[config.mk]
export PLATFORM = sky130hd
export DESIGN_NAME = nv12_scale_rotate_address_gen_unit
export DESIGN_NICKNAME = d
export VERILOG_FILES = /design/src/hdl/nv12sra_pkg.sv /design/src/hdl/nv12sra_scale.sv /design/src/hdl/nv12sra_map.sv /design/src/hdl/nv12sra_addr.sv /design/src/hdl/nv12_scale_rotate_address_gen_unit.sv
export SDC_FILE = /design/constraint.sdc
export NUM_CORES = 2
export LEC_CHECK = 0
export BUFFER_PORTS_ARGS = -buffer_cell sky130_fd_sc_hd__buf_2
export CORE_ASPECT_RATIO = 1.1
export CORE_MARGIN = 4
export CORE_UTILIZATION = 35
export DETAILED_ROUTE_END_ITERATION = 16
export REMOVE_ABC_BUFFERS = 1
export SYNTH_ARGS = -nofsm -noshare
export SYNTH_HDL_FRONTEND = slang
export SYNTH_SLANG_ARGS = --single-unit
[constraint.sdc]
create_clock -name clk -period 8.2 [get_ports clk]
set_input_delay 0.82 -clock clk [delete_from_list [all_inputs] [get_ports clk]]
set_output_delay 0.82 -clock clk [all_outputs]
set_load 0.05 [all_outputs]
[src/hdl/nv12sra_pkg.sv]
// shared types, constants and register codes for the nv12 scale/rotate address generator
package nv12sra_pkg;

	localparam int COORD_BITS_DEF = 12;
	localparam int FRAC_BITS_DEF  = 16;

	localparam int FIELD_W    = 12;
	localparam int EXT_W      = 13;
	localparam int PITCH_W    = 14;
	localparam int STEP_W     = 24;
	localparam int ADDR_W     = 27;
	localparam int CFG_DATA_W = 24;
	localparam int CFG_IDX_W  = 3;

	typedef enum logic [CFG_IDX_W-1:0] {
		REG_SRC_WIDTH    = 3'd0,
		REG_SRC_HEIGHT   = 3'd1,
		REG_ROW_PITCH    = 3'd2,
		REG_SURFACE_ROWS = 3'd3,
		REG_STEP_X       = 3'd4,
		REG_STEP_Y       = 3'd5,
		REG_ROTATION     = 3'd6,
		REG_MIRROR_MODE  = 3'd7
	} cfg_reg_t;

	// rotation codes
	localparam logic [1:0] ROT_0   = 2'd0;
	localparam logic [1:0] ROT_90  = 2'd1;
	localparam logic [1:0] ROT_180 = 2'd2;
	localparam logic [1:0] ROT_270 = 2'd3;

	// mirror_mode bits
	localparam int MIRROR_H_BIT = 0;
	localparam int MIRROR_V_BIT = 1;

	typedef struct packed {
		logic [EXT_W-1:0]   src_width;
		logic [EXT_W-1:0]   src_height;
		logic [PITCH_W-1:0] row_pitch;
		logic [PITCH_W-1:0] surface_rows;
		logic [STEP_W-1:0]  step_x;
		logic [STEP_W-1:0]  step_y;
		logic [1:0]         rotation;
		logic [1:0]         mirror_mode;
	} cfg_t;

	localparam cfg_t CFG_RESET = '{
		src_width:    13'd1920,
		src_height:   13'd1080,
		row_pitch:    14'd1920,
		surface_rows: 14'd1080,
		step_x:       24'd65536,
		step_y:       24'd65536,
		rotation:     ROT_0,
		mirror_mode:  2'd0
	};

	typedef struct packed {
		logic [FIELD_W-1:0] out_col;
		logic [FIELD_W-1:0] out_row;
	} in_item_t;

	typedef struct packed {
		logic [FIELD_W-1:0] src_col;
		logic [FIELD_W-1:0] src_row;
		logic [ADDR_W-1:0]  luma_addr;
		logic [ADDR_W-1:0]  chroma_addr;
		logic               in_range;
	} out_item_t;

	// integer source position after rotation, mirroring and bounds check
	typedef struct packed {
		logic             in_range;
		logic [EXT_W-1:0] col;
		logic [EXT_W-1:0] row;
	} map_t;

endpackage

[src/hdl/nv12sra_scale.sv]
// stage 1: scales the output coordinate by the q-format step ratios
module nv12sra_scale #(
	parameter int COORD_BITS = nv12sra_pkg::COORD_BITS_DEF,
	localparam int PROD_W = COORD_BITS + nv12sra_pkg::STEP_W
) (
	input  logic                          clk,
	input  logic                          arst_n,
	input  logic                          up_valid,
	output logic                          up_ready,
	input  nv12sra_pkg::in_item_t         up_item,
	input  logic [nv12sra_pkg::STEP_W-1:0] step_x,
	input  logic [nv12sra_pkg::STEP_W-1:0] step_y,
	output logic                          dn_valid,
	input  logic                          dn_ready,
	output logic [PROD_W-1:0]             px_s1,
	output logic [PROD_W-1:0]             py_s1
);

	logic                  valid_s1;
	logic [COORD_BITS-1:0] col_c;
	logic [COORD_BITS-1:0] row_c;

	assign up_ready = !valid_s1 || dn_ready;
	assign dn_valid = valid_s1;

	// coordinate taken in its low COORD_BITS bits
	assign col_c = COORD_BITS'(up_item.out_col);
	assign row_c = COORD_BITS'(up_item.out_row);

	always_ff @(posedge clk or negedge arst_n) begin
		if (!arst_n) begin
			valid_s1 <= 1'b0;
		end else if (up_ready) begin
			valid_s1 <= up_valid;
		end
	end

	always_ff @(posedge clk) begin
		if (up_valid && up_ready) begin
			px_s1 <= PROD_W'(col_c) * PROD_W'(step_x);
			py_s1 <= PROD_W'(row_c) * PROD_W'(step_y);
		end
	end

endmodule

[src/hdl/nv12sra_map.sv]
// stage 2: rotation, mirroring, truncation toward zero and bounds check
module nv12sra_map #(
	parameter int COORD_BITS = nv12sra_pkg::COORD_BITS_DEF,
	parameter int FRAC_BITS  = nv12sra_pkg::FRAC_BITS_DEF,
	localparam int PROD_W = COORD_BITS + nv12sra_pkg::STEP_W
) (
	input  logic                clk,
	input  logic                arst_n,
	input  logic                up_valid,
	output logic                up_ready,
	input  logic [PROD_W-1:0]   px,
	input  logic [PROD_W-1:0]   py,
	input  nv12sra_pkg::cfg_t   cfg,
	output logic                dn_valid,
	input  logic                dn_ready,
	output nv12sra_pkg::map_t   dn_map
);

	localparam int EXT_W = nv12sra_pkg::EXT_W;
	localparam int IP_W  = PROD_W - FRAC_BITS;
	localparam int D_W   = ((IP_W > EXT_W) ? IP_W : EXT_W) + 2;

	// one axis: plain integer part, or reflection (ext-1) - p truncated toward zero
	function automatic logic [EXT_W:0] fold_axis(
		input logic [IP_W-1:0]  ip,
		input logic             frac,
		input logic             refl,
		input logic [EXT_W-1:0] ext
	);
		logic [D_W-1:0] d;
		logic [D_W-1:0] v;
		logic           ok;
		d = D_W'(ext) - D_W'(1) - D_W'(ip);
		if (refl) begin
			// positive result floors down by the fraction, negative one rounds up
			if (!d[D_W-1] && (d != '0)) begin
				v = d - D_W'(frac);
			end else begin
				v = d;
			end
		end else begin
			v = D_W'(ip);
		end
		ok = !v[D_W-1] && (v < D_W'(ext));
		return {ok, v[EXT_W-1:0]};
	endfunction

	logic               valid_s2;
	nv12sra_pkg::map_t  map_s2;
	nv12sra_pkg::map_t  map_c;
	logic [IP_W-1:0]    ipx;
	logic [IP_W-1:0]    ipy;
	logic               fx;
	logic               fy;
	logic               refl_x;
	logic               refl_y;
	logic [EXT_W:0]     fold_x;
	logic [EXT_W:0]     fold_y;

	assign up_ready = !valid_s2 || dn_ready;
	assign dn_valid = valid_s2;
	assign dn_map   = map_s2;

	always_comb begin
		ipx = px[PROD_W-1 -: IP_W];
		ipy = py[PROD_W-1 -: IP_W];
		fx  = |px[FRAC_BITS-1:0];
		fy  = |py[FRAC_BITS-1:0];
		refl_x = ((cfg.rotation == nv12sra_pkg::ROT_90) || (cfg.rotation == nv12sra_pkg::ROT_180))
			^ cfg.mirror_mode[nv12sra_pkg::MIRROR_H_BIT];
		refl_y = ((cfg.rotation == nv12sra_pkg::ROT_180) || (cfg.rotation == nv12sra_pkg::ROT_270))
			^ cfg.mirror_mode[nv12sra_pkg::MIRROR_V_BIT];
		// quarter turns swap the axes and drop the fractions first
		if ((cfg.rotation == nv12sra_pkg::ROT_90) || (cfg.rotation == nv12sra_pkg::ROT_270)) begin
			fold_x = fold_axis(ipy, 1'b0, refl_x, cfg.src_width);
			fold_y = fold_axis(ipx, 1'b0, refl_y, cfg.src_height);
		end else begin
			fold_x = fold_axis(ipx, fx, refl_x, cfg.src_width);
			fold_y = fold_axis(ipy, fy, refl_y, cfg.src_height);
		end
		map_c.in_range = fold_x[EXT_W] && fold_y[EXT_W];
		map_c.col      = fold_x[EXT_W-1:0];
		map_c.row      = fold_y[EXT_W-1:0];
	end

	always_ff @(posedge clk or negedge arst_n) begin
		if (!arst_n) begin
			valid_s2 <= 1'b0;
		end else if (up_ready) begin
			valid_s2 <= up_valid;
		end
	end

	always_ff @(posedge clk) begin
		if (up_valid && up_ready) begin
			map_s2 <= map_c;
		end
	end

`ifndef NO_ASSERTIONS
	a_map_bounds: assert property (@(posedge clk) disable iff (!arst_n)
		dn_valid && dn_map.in_range |->
			(dn_map.col < cfg.src_width) && (dn_map.row < cfg.src_height))
		else $error("in-range position outside the frame");
`endif

endmodule

[src/hdl/nv12sra_addr.sv]
// stages 3 and 4: row products, then luma and chroma address sums
module nv12sra_addr (
	input  logic                   clk,
	input  logic                   arst_n,
	input  logic                   up_valid,
	output logic                   up_ready,
	input  nv12sra_pkg::map_t      up_map,
	input  nv12sra_pkg::cfg_t      cfg,
	output logic                   dn_valid,
	input  logic                   dn_ready,
	output nv12sra_pkg::out_item_t dn_item
);

	localparam int EXT_W   = nv12sra_pkg::EXT_W;
	localparam int PITCH_W = nv12sra_pkg::PITCH_W;
	localparam int ADDR_W  = nv12sra_pkg::ADDR_W;
	localparam int FIELD_W = nv12sra_pkg::FIELD_W;

	logic                   valid_s3;
	logic                   valid_s4;
	logic                   rdy_s3;
	logic                   rdy_s4;
	logic                   rng_s3;
	logic [EXT_W-1:0]       col_s3;
	logic [FIELD_W-1:0]     row_s3;
	logic [ADDR_W-1:0]      lprod_s3;
	logic [ADDR_W-1:0]      cprod_s3;
	logic [ADDR_W-1:0]      base_s3;
	logic [EXT_W+PITCH_W-1:0]   lprod_c;
	logic [EXT_W+PITCH_W-2:0]   cprod_c;
	logic [2*PITCH_W-1:0]       base_c;
	logic [EXT_W-2:0]       half_row;
	nv12sra_pkg::out_item_t item_c;
	nv12sra_pkg::out_item_t out_s4;

	assign rdy_s4   = !valid_s4 || dn_ready;
	assign rdy_s3   = !valid_s3 || rdy_s4;
	assign up_ready = rdy_s3;
	assign dn_valid = valid_s4;
	assign dn_item  = out_s4;

	// three independent products
	always_comb begin
		half_row = up_map.row[EXT_W-1:1];
		lprod_c  = (EXT_W+PITCH_W)'(up_map.row) * (EXT_W+PITCH_W)'(cfg.row_pitch);
		cprod_c  = (EXT_W+PITCH_W-1)'(half_row) * (EXT_W+PITCH_W-1)'(cfg.row_pitch);
		base_c   = (2*PITCH_W)'(cfg.row_pitch) * (2*PITCH_W)'(cfg.surface_rows);
	end

	// final sums; out of frame gives all zero fields
	always_comb begin
		item_c = '0;
		if (rng_s3) begin
			item_c.in_range    = 1'b1;
			item_c.src_col     = col_s3[FIELD_W-1:0];
			item_c.src_row     = row_s3;
			item_c.luma_addr   = ADDR_W'(col_s3) + lprod_s3;
			item_c.chroma_addr = base_s3 + ADDR_W'({col_s3[EXT_W-1:1], 1'b0}) + cprod_s3;
		end
	end

	always_ff @(posedge clk or negedge arst_n) begin
		if (!arst_n) begin
			valid_s3 <= 1'b0;
			valid_s4 <= 1'b0;
		end else begin
			if (rdy_s3) begin
				valid_s3 <= up_valid;
			end
			if (rdy_s4) begin
				valid_s4 <= valid_s3;
			end
		end
	end

	always_ff @(posedge clk) begin
		if (up_valid && rdy_s3) begin
			rng_s3   <= up_map.in_range;
			col_s3   <= up_map.col;
			row_s3   <= up_map.row[FIELD_W-1:0];
			lprod_s3 <= lprod_c[ADDR_W-1:0];
			cprod_s3 <= ADDR_W'(cprod_c);
			base_s3  <= base_c[ADDR_W-1:0];
		end
		if (valid_s3 && rdy_s4) begin
			out_s4 <= item_c;
		end
	end

endmodule

[src/hdl/nv12_scale_rotate_address_gen_unit.sv]
// top level of the nv12 nearest-neighbour scale, rotate and mirror address generator
//
// in channel: one output pixel coordinate per item (in_valid, in_stall, in_item)
// out channel: one result item per input item, in order (out_valid, out_stall, out_item)
// an item moves at a rising edge with valid high and stall low on its channel
// config port: cfg_we writes cfg_data into register cfg_index; write
// only while no item is in flight
// pipeline: scale multiply, rotate/mirror/bounds, address products, address sums;
// four register stages, one for each step above, with the result offered from stage 4
// throughput: one item per clock while out_stall is low, since each of the four
// stages can take a new item while handing its last one on
// stall: each stage holds its item while the next is full, bubbles close up, and
// in_stall rises only when all four stages are full and out_stall is high
// reset: arst_n clears all stage valid bits and loads the register defaults
// (1920 x 1080 frame, pitch 1920, unit steps, no rotation, no mirroring)
// out of frame positions give in_range low and zero coordinates and addresses
module nv12_scale_rotate_address_gen_unit #(
	parameter int COORD_BITS = nv12sra_pkg::COORD_BITS_DEF,
	parameter int FRAC_BITS  = nv12sra_pkg::FRAC_BITS_DEF
) (
	input  logic                               clk,
	input  logic                               arst_n,
	input  logic                               in_valid,
	output logic                               in_stall,
	input  nv12sra_pkg::in_item_t              in_item,
	output logic                               out_valid,
	input  logic                               out_stall,
	output nv12sra_pkg::out_item_t             out_item,
	input  logic                               cfg_we,
	input  logic [nv12sra_pkg::CFG_IDX_W-1:0]  cfg_index,
	input  logic [nv12sra_pkg::CFG_DATA_W-1:0] cfg_data
);

	localparam int PROD_W = COORD_BITS + nv12sra_pkg::STEP_W;

	nv12sra_pkg::cfg_t cfg_q;

	// stage links
	logic              scale_ready;
	logic              scale_valid;
	logic [PROD_W-1:0] px_s1;
	logic [PROD_W-1:0] py_s1;
	logic              map_ready;
	logic              map_valid;
	nv12sra_pkg::map_t map_s2;
	logic              addr_ready;

	// configuration registers, each taking the low bits of the written word
	always_ff @(posedge clk or negedge arst_n) begin
		if (!arst_n) begin
			cfg_q <= nv12sra_pkg::CFG_RESET;
		end else if (cfg_we) begin
			case (cfg_index)
				nv12sra_pkg::REG_SRC_WIDTH: begin
					cfg_q.src_width <= cfg_data[nv12sra_pkg::EXT_W-1:0];
				end
				nv12sra_pkg::REG_SRC_HEIGHT: begin
					cfg_q.src_height <= cfg_data[nv12sra_pkg::EXT_W-1:0];
				end
				nv12sra_pkg::REG_ROW_PITCH: begin
					cfg_q.row_pitch <= cfg_data[nv12sra_pkg::PITCH_W-1:0];
				end
				nv12sra_pkg::REG_SURFACE_ROWS: begin
					cfg_q.surface_rows <= cfg_data[nv12sra_pkg::PITCH_W-1:0];
				end
				nv12sra_pkg::REG_STEP_X: begin
					cfg_q.step_x <= cfg_data[nv12sra_pkg::STEP_W-1:0];
				end
				nv12sra_pkg::REG_STEP_Y: begin
					cfg_q.step_y <= cfg_data[nv12sra_pkg::STEP_W-1:0];
				end
				nv12sra_pkg::REG_ROTATION: begin
					cfg_q.rotation <= cfg_data[1:0];
				end
				nv12sra_pkg::REG_MIRROR_MODE: begin
					cfg_q.mirror_mode <= cfg_data[1:0];
				end
				default: begin
					cfg_q <= cfg_q;
				end
			endcase
		end
	end

	assign in_stall = !scale_ready;

	// stage 1: q-format source position
	nv12sra_scale #(
		.COORD_BITS (COORD_BITS)
	) u_scale (
		.clk      (clk),
		.arst_n   (arst_n),
		.up_valid (in_valid),
		.up_ready (scale_ready),
		.up_item  (in_item),
		.step_x   (cfg_q.step_x),
		.step_y   (cfg_q.step_y),
		.dn_valid (scale_valid),
		.dn_ready (map_ready),
		.px_s1    (px_s1),
		.py_s1    (py_s1)
	);

	// stage 2: rotation, mirror, truncation and frame check
	nv12sra_map #(
		.COORD_BITS (COORD_BITS),
		.FRAC_BITS  (FRAC_BITS)
	) u_map (
		.clk      (clk),
		.arst_n   (arst_n),
		.up_valid (scale_valid),
		.up_ready (map_ready),
		.px       (px_s1),
		.py       (py_s1),
		.cfg      (cfg_q),
		.dn_valid (map_valid),
		.dn_ready (addr_ready),
		.dn_map   (map_s2)
	);

	// stages 3 and 4: luma and interleaved chroma addresses
	nv12sra_addr u_addr (
		.clk      (clk),
		.arst_n   (arst_n),
		.up_valid (map_valid),
		.up_ready (addr_ready),
		.up_map   (map_s2),
		.cfg      (cfg_q),
		.dn_valid (out_valid),
		.dn_ready (!out_stall),
		.dn_item  (out_item)
	);

`ifndef NO_ASSERTIONS
	a_stall_only_when_full: assert property (@(posedge clk) disable iff (!arst_n)
		in_stall |-> out_valid && out_stall)
		else $error("input stalled while the pipeline had room");

	a_out_of_frame_zero: assert property (@(posedge clk) disable iff (!arst_n)
		out_valid && !out_item.in_range |->
			(out_item.src_col == '0) && (out_item.src_row == '0) &&
			(out_item.luma_addr == '0) && (out_item.chroma_addr == '0))
		else $error("out of frame item with non-zero fields");

	a_no_output_after_reset: assert property (@(posedge clk)
		!$past(arst_n) |-> !out_valid)
		else $error("result offered straight after reset");
`endif

endmodule
==> impl_metrics.py <==
metrics = {
    "status": {
        "status": "finished clean",
    },
    "sta": {
        "fin_crit_ns": 7.57,
        "finalCritPeriodShare_pct": 92.3,
        "relSlewSlack_pct": 22.4,
        "finalHoldViolCount": 0,
        "fin_skew_ns": 0.0260,
        "rsz0062_at_grt": "no",
        "fin_setup_tns_ns": 0,
        "maxSlewViolCount": 0,
        "worst_pin_slew_ns": 1.16,
        "max_freq_mhz": 132,
        "setup_viol": 0,
    },
    "drt": {
        "viasPerCell": 5.02,
        "ant_nets": 0,
        "drt_iter0_markers": 2105,
        "vias": 39300,
        "drcViolationCount": 0,
        "drt_pre_antenna_iters": 5,
        "wirelength_mm": 140,
        "routedWlPerCell_microns": 18.0,
    },
    "synth": {
        "yosysTopAreaCellShare_pct": 28.2,
        "yosysWarnings": 0,
        "synth_flop_cell": "edfxtp_1",
        "synthDistinctLibCells": 94,
        "ys_seq_elements": 394,
        "synth.area.top_cells": "fa_1 (28%), edfxtp_1 (16%), ha_1 (12%), inv_1 (6.3%), nand2_1 (5.4%)",
        "async_flop_share_pct": 27.9,
        "syn_inst": 5699,
        "synth_area_leader_cell": "fa_1",
        "synth_area_per_cell_sq_um": 9.52,
        "synth-edff-count": 284,
        "syn-cell-area_sq_um": 54300,
        "synth-seq-area-share_pct": 20.8,
    },
    "clock_tree": {
        "hold_buffers": 0,
        "postCtsSetupRepairBufs": 0,
        "worstSkewPairLatency_ns": 0.65,
        "post_cts_resized": 0,
        "clock_sink_count": 394,
        "cts_buffers": 51,
        "cts_buffer_depth": 3,
        "htree_levels": 2,
        "cts_root_buffer": "clkbuf_16",
        "clkTransAtPathRegs_ns": 0.08,
        "cts_tree": "yes",
    },
    "global_route": {
        "grt_max_degree": 70,
        "grt_pass1_wl_mm": 226,
        "first_global_vias": 41200,
        "track_usage_pct": 17.4,
        "overflow": 0,
        "antenna_found_initial": 8,
    },
    "floorplan": {
        "dieHeight_microns": 421,
        "die_x_microns": 383,
        "start_util_pct": 35.3,
        "fp.coreArea_sq_um": 154000,
        "rows": 151,
        "die_area_sq_um": 161000,
        "top_level_ports": 137,
    },
    "worst_setup_path": {
        "cp.arrival_ns": 8.03,
        "critPathRequiredTime_ns": 8.66,
        "reg2reg_from": "cfg_q[97]$_DFFE_PN0P_",
        "end_kind": "flip-flop",
        "crit_type": "reg2reg",
        "r2r_end": "u_map.dn_map[26]$_DFFE_PP_",
        "reg2reg_slack_ns": 0.63,
        "critPathLaunchType": "flip-flop",
        "worstPathMaxFanout": 9,
        "r2r_cells": 26,
    },
    "finish": {
        "area_delta_synth_final_pct": 8.34,
        "layout-drive-gt1-share_pct": 7.72,
        "seqCellArea_sq_um": 11300,
        "num-fill-cells": 15400,
        "multi_input_area_sq_um": 38800,
        "fin_nets": 7058,
    },
    "placement": {
        "io_buffers": 136,
        "dp_hpwl_mm": 112,
        "routabilityCongestion": 0.911,
    },
    "worst_hold_path": {
        "hold_path.class": "in2async",
    },
    "run": {
        "drv_cap": 0,
    },
}
==> how the worst max path moves through the flow <==
| stage | start | to | slack, ns | cells after the start |
|---|---|---|---|---|
| detailed placement | in_item[9] | u_scale.py_s1[35]$_DFFE_PP_ | 0.72 | 24 |
| CTS | cfg_q[95]$_DFFE_PN0P_ | u_map.dn_map[26]$_DFFE_PP_ | 0.86 | 25 |
| global route | cfg_q[95]$_DFFE_PN0P_ | u_map.dn_map[26]$_DFFE_PP_ | 0.30 | 26 |
| finish | cfg_q[97]$_DFFE_PN0P_ | u_map.dn_map[26]$_DFFE_PP_ | 0.63 | 26 |
| global placement | in_item[9] | u_scale.py_s1[35]$_DFFE_PP_ | 0.86 | 24 |
| floorplan | out_stall | u_addr.dn_item[0]$_DFFE_PP_ | 1.03 | 1 |
==> synth_stat cells (17+ instances only) <==
cell type	number
a21o_1	68
clkbuf_1	203
o21bai_1	20
dfstp_2	18
o211ai_1	25
nand3_1	64
ha_1	528
mux2_2	100
inv_1	910
nand2_1	778
a211oi_1	37
a21boi_0	17
and2_1	417
a31oi_1	28
o21a_1	48
nor4_1	22
nand2b_1	32
xnor2_1	163
and3_1	31
a21oi_1	177
xor2_1	68
nor2b_1	28
nor3_1	92
or2_2	17
nor2_1	210
nand4_1	36
o21ai_0	158
or3_1	25
o31ai_1	18
o21ai_1	34
edfxtp_1	284
dfrtp_1	92
fa_1	764
==> logic make-up (layout without fill, tap and decap cells) <==
kind of cell	count (synthesis)	in the layout	share of synthesized area, %
muxes	110	110	2.29
and+or+nand+nor	1805	1805	16.2
AOI/OAI and AO/OA	737	737	8.79
buffers and inverters	1129	1183	7.84
adders and majority gates	1292	1292	40.3
other	0	1	0
DFF	394	394	20.8
xor gates and xnor gates	232	232	3.76
==> cell usage in the layout (no fill, tap or decap), drive strengths merged, types with 25 or more instances in the layout <==
cell,Yosys,layout
inv,910,917
nand2,778,778
fa,764,764
ha,528,528
and2,417,417
edfxtp,284,284
nor2,210,210
o21ai,197,197
a21oi,181,181
buf,15,176
xnor2,163,163
mux2,101,101
dfrtp,92,92
nor3,92,92
xor2,69,69
a21o,68,68
clkbuf,203,67
nand3,65,65
o21a,48,48
a211oi,40,40
nand4,38,38
nand2b,32,32
and3,31,31
a31oi,28,28
nor2b,28,28
o211ai,26,26
or3,25,25
nor4,25,25
==> stage by stage <==
stage               cell area, sq um  cells  util [%]  hold slack (ns)  worst slack (ns)
floorplan                      53400   5481         -            0.400              1.03
global placement               57100   7722      37.1            0.404             0.855
detailed placement             57100   7722      37.1            0.406             0.719
CTS                            58800   7818      38.2            0.228             0.860
global route                   58800   7818      38.2            0.280             0.300
finish                         58800   7819      38.2            0.236             0.635
==> registers in the layout, indices dropped and copies added (netlist names), 12 cells and up <==
name	flops
cfg_q	106
u_addr.base_s3	27
u_addr.col_s3	13
u_addr.cprod_s3	26
u_addr.dn_item	79
u_addr.lprod_s3	27
u_addr.row_s3	12
u_map.dn_map	27
u_scale.px_s1	36
u_scale.py_s1	36
==> worst max-delay path, cell delays in order, from the launching register on <==
cell      delay, ns
dfrtp_1        0.41
nor4_1         0.73
nand2_1        0.30
nor4_1         0.36
xnor2_1        0.19
ha_1           0.41
nand2_1        0.12
or3_1          0.37
a22o_1         0.24
a21oi_2        0.20
a21oi_2        0.13
or4b_1         0.54
a211oi_2       0.31
o311ai_2       0.32
nand4_1        0.21
xor2_1         0.16
o21ai_1        0.11
ha_1           0.33
a21o_1         0.16
a21o_1         0.17
a21oi_1        0.22
nand4b_1       0.21
o311ai_0       0.59
nand4b_1       0.15
o21ai_0        0.15
a31oi_1        0.09
a22oi_1        0.21
==> layout make-up <==
class                   count  share of cell area, %
clock inverters            29                  0.464
flip-flops and latches    394                   19.2
well taps                2065                   4.39
inverters                 911                   5.81
repair buffers            176                   1.67
multi-input cells        4176                   66.0
diodes                      1                0.00426
clock buffers              67                   2.47
==> metal layers <==
layer	global-route usage [%]	vias to the layer above	share of wire, %
met5	0	-	0.0093
met4	4.18	2	2.3
met3	2.22	176	5.1
met2	29.8	926	48
met1	23.4	19700	45
li1	-	18500	-
Power is left out: the tool's default activity adds up to more than one toggle a clock period on the data nets, which glitch-free logic cannot reach.
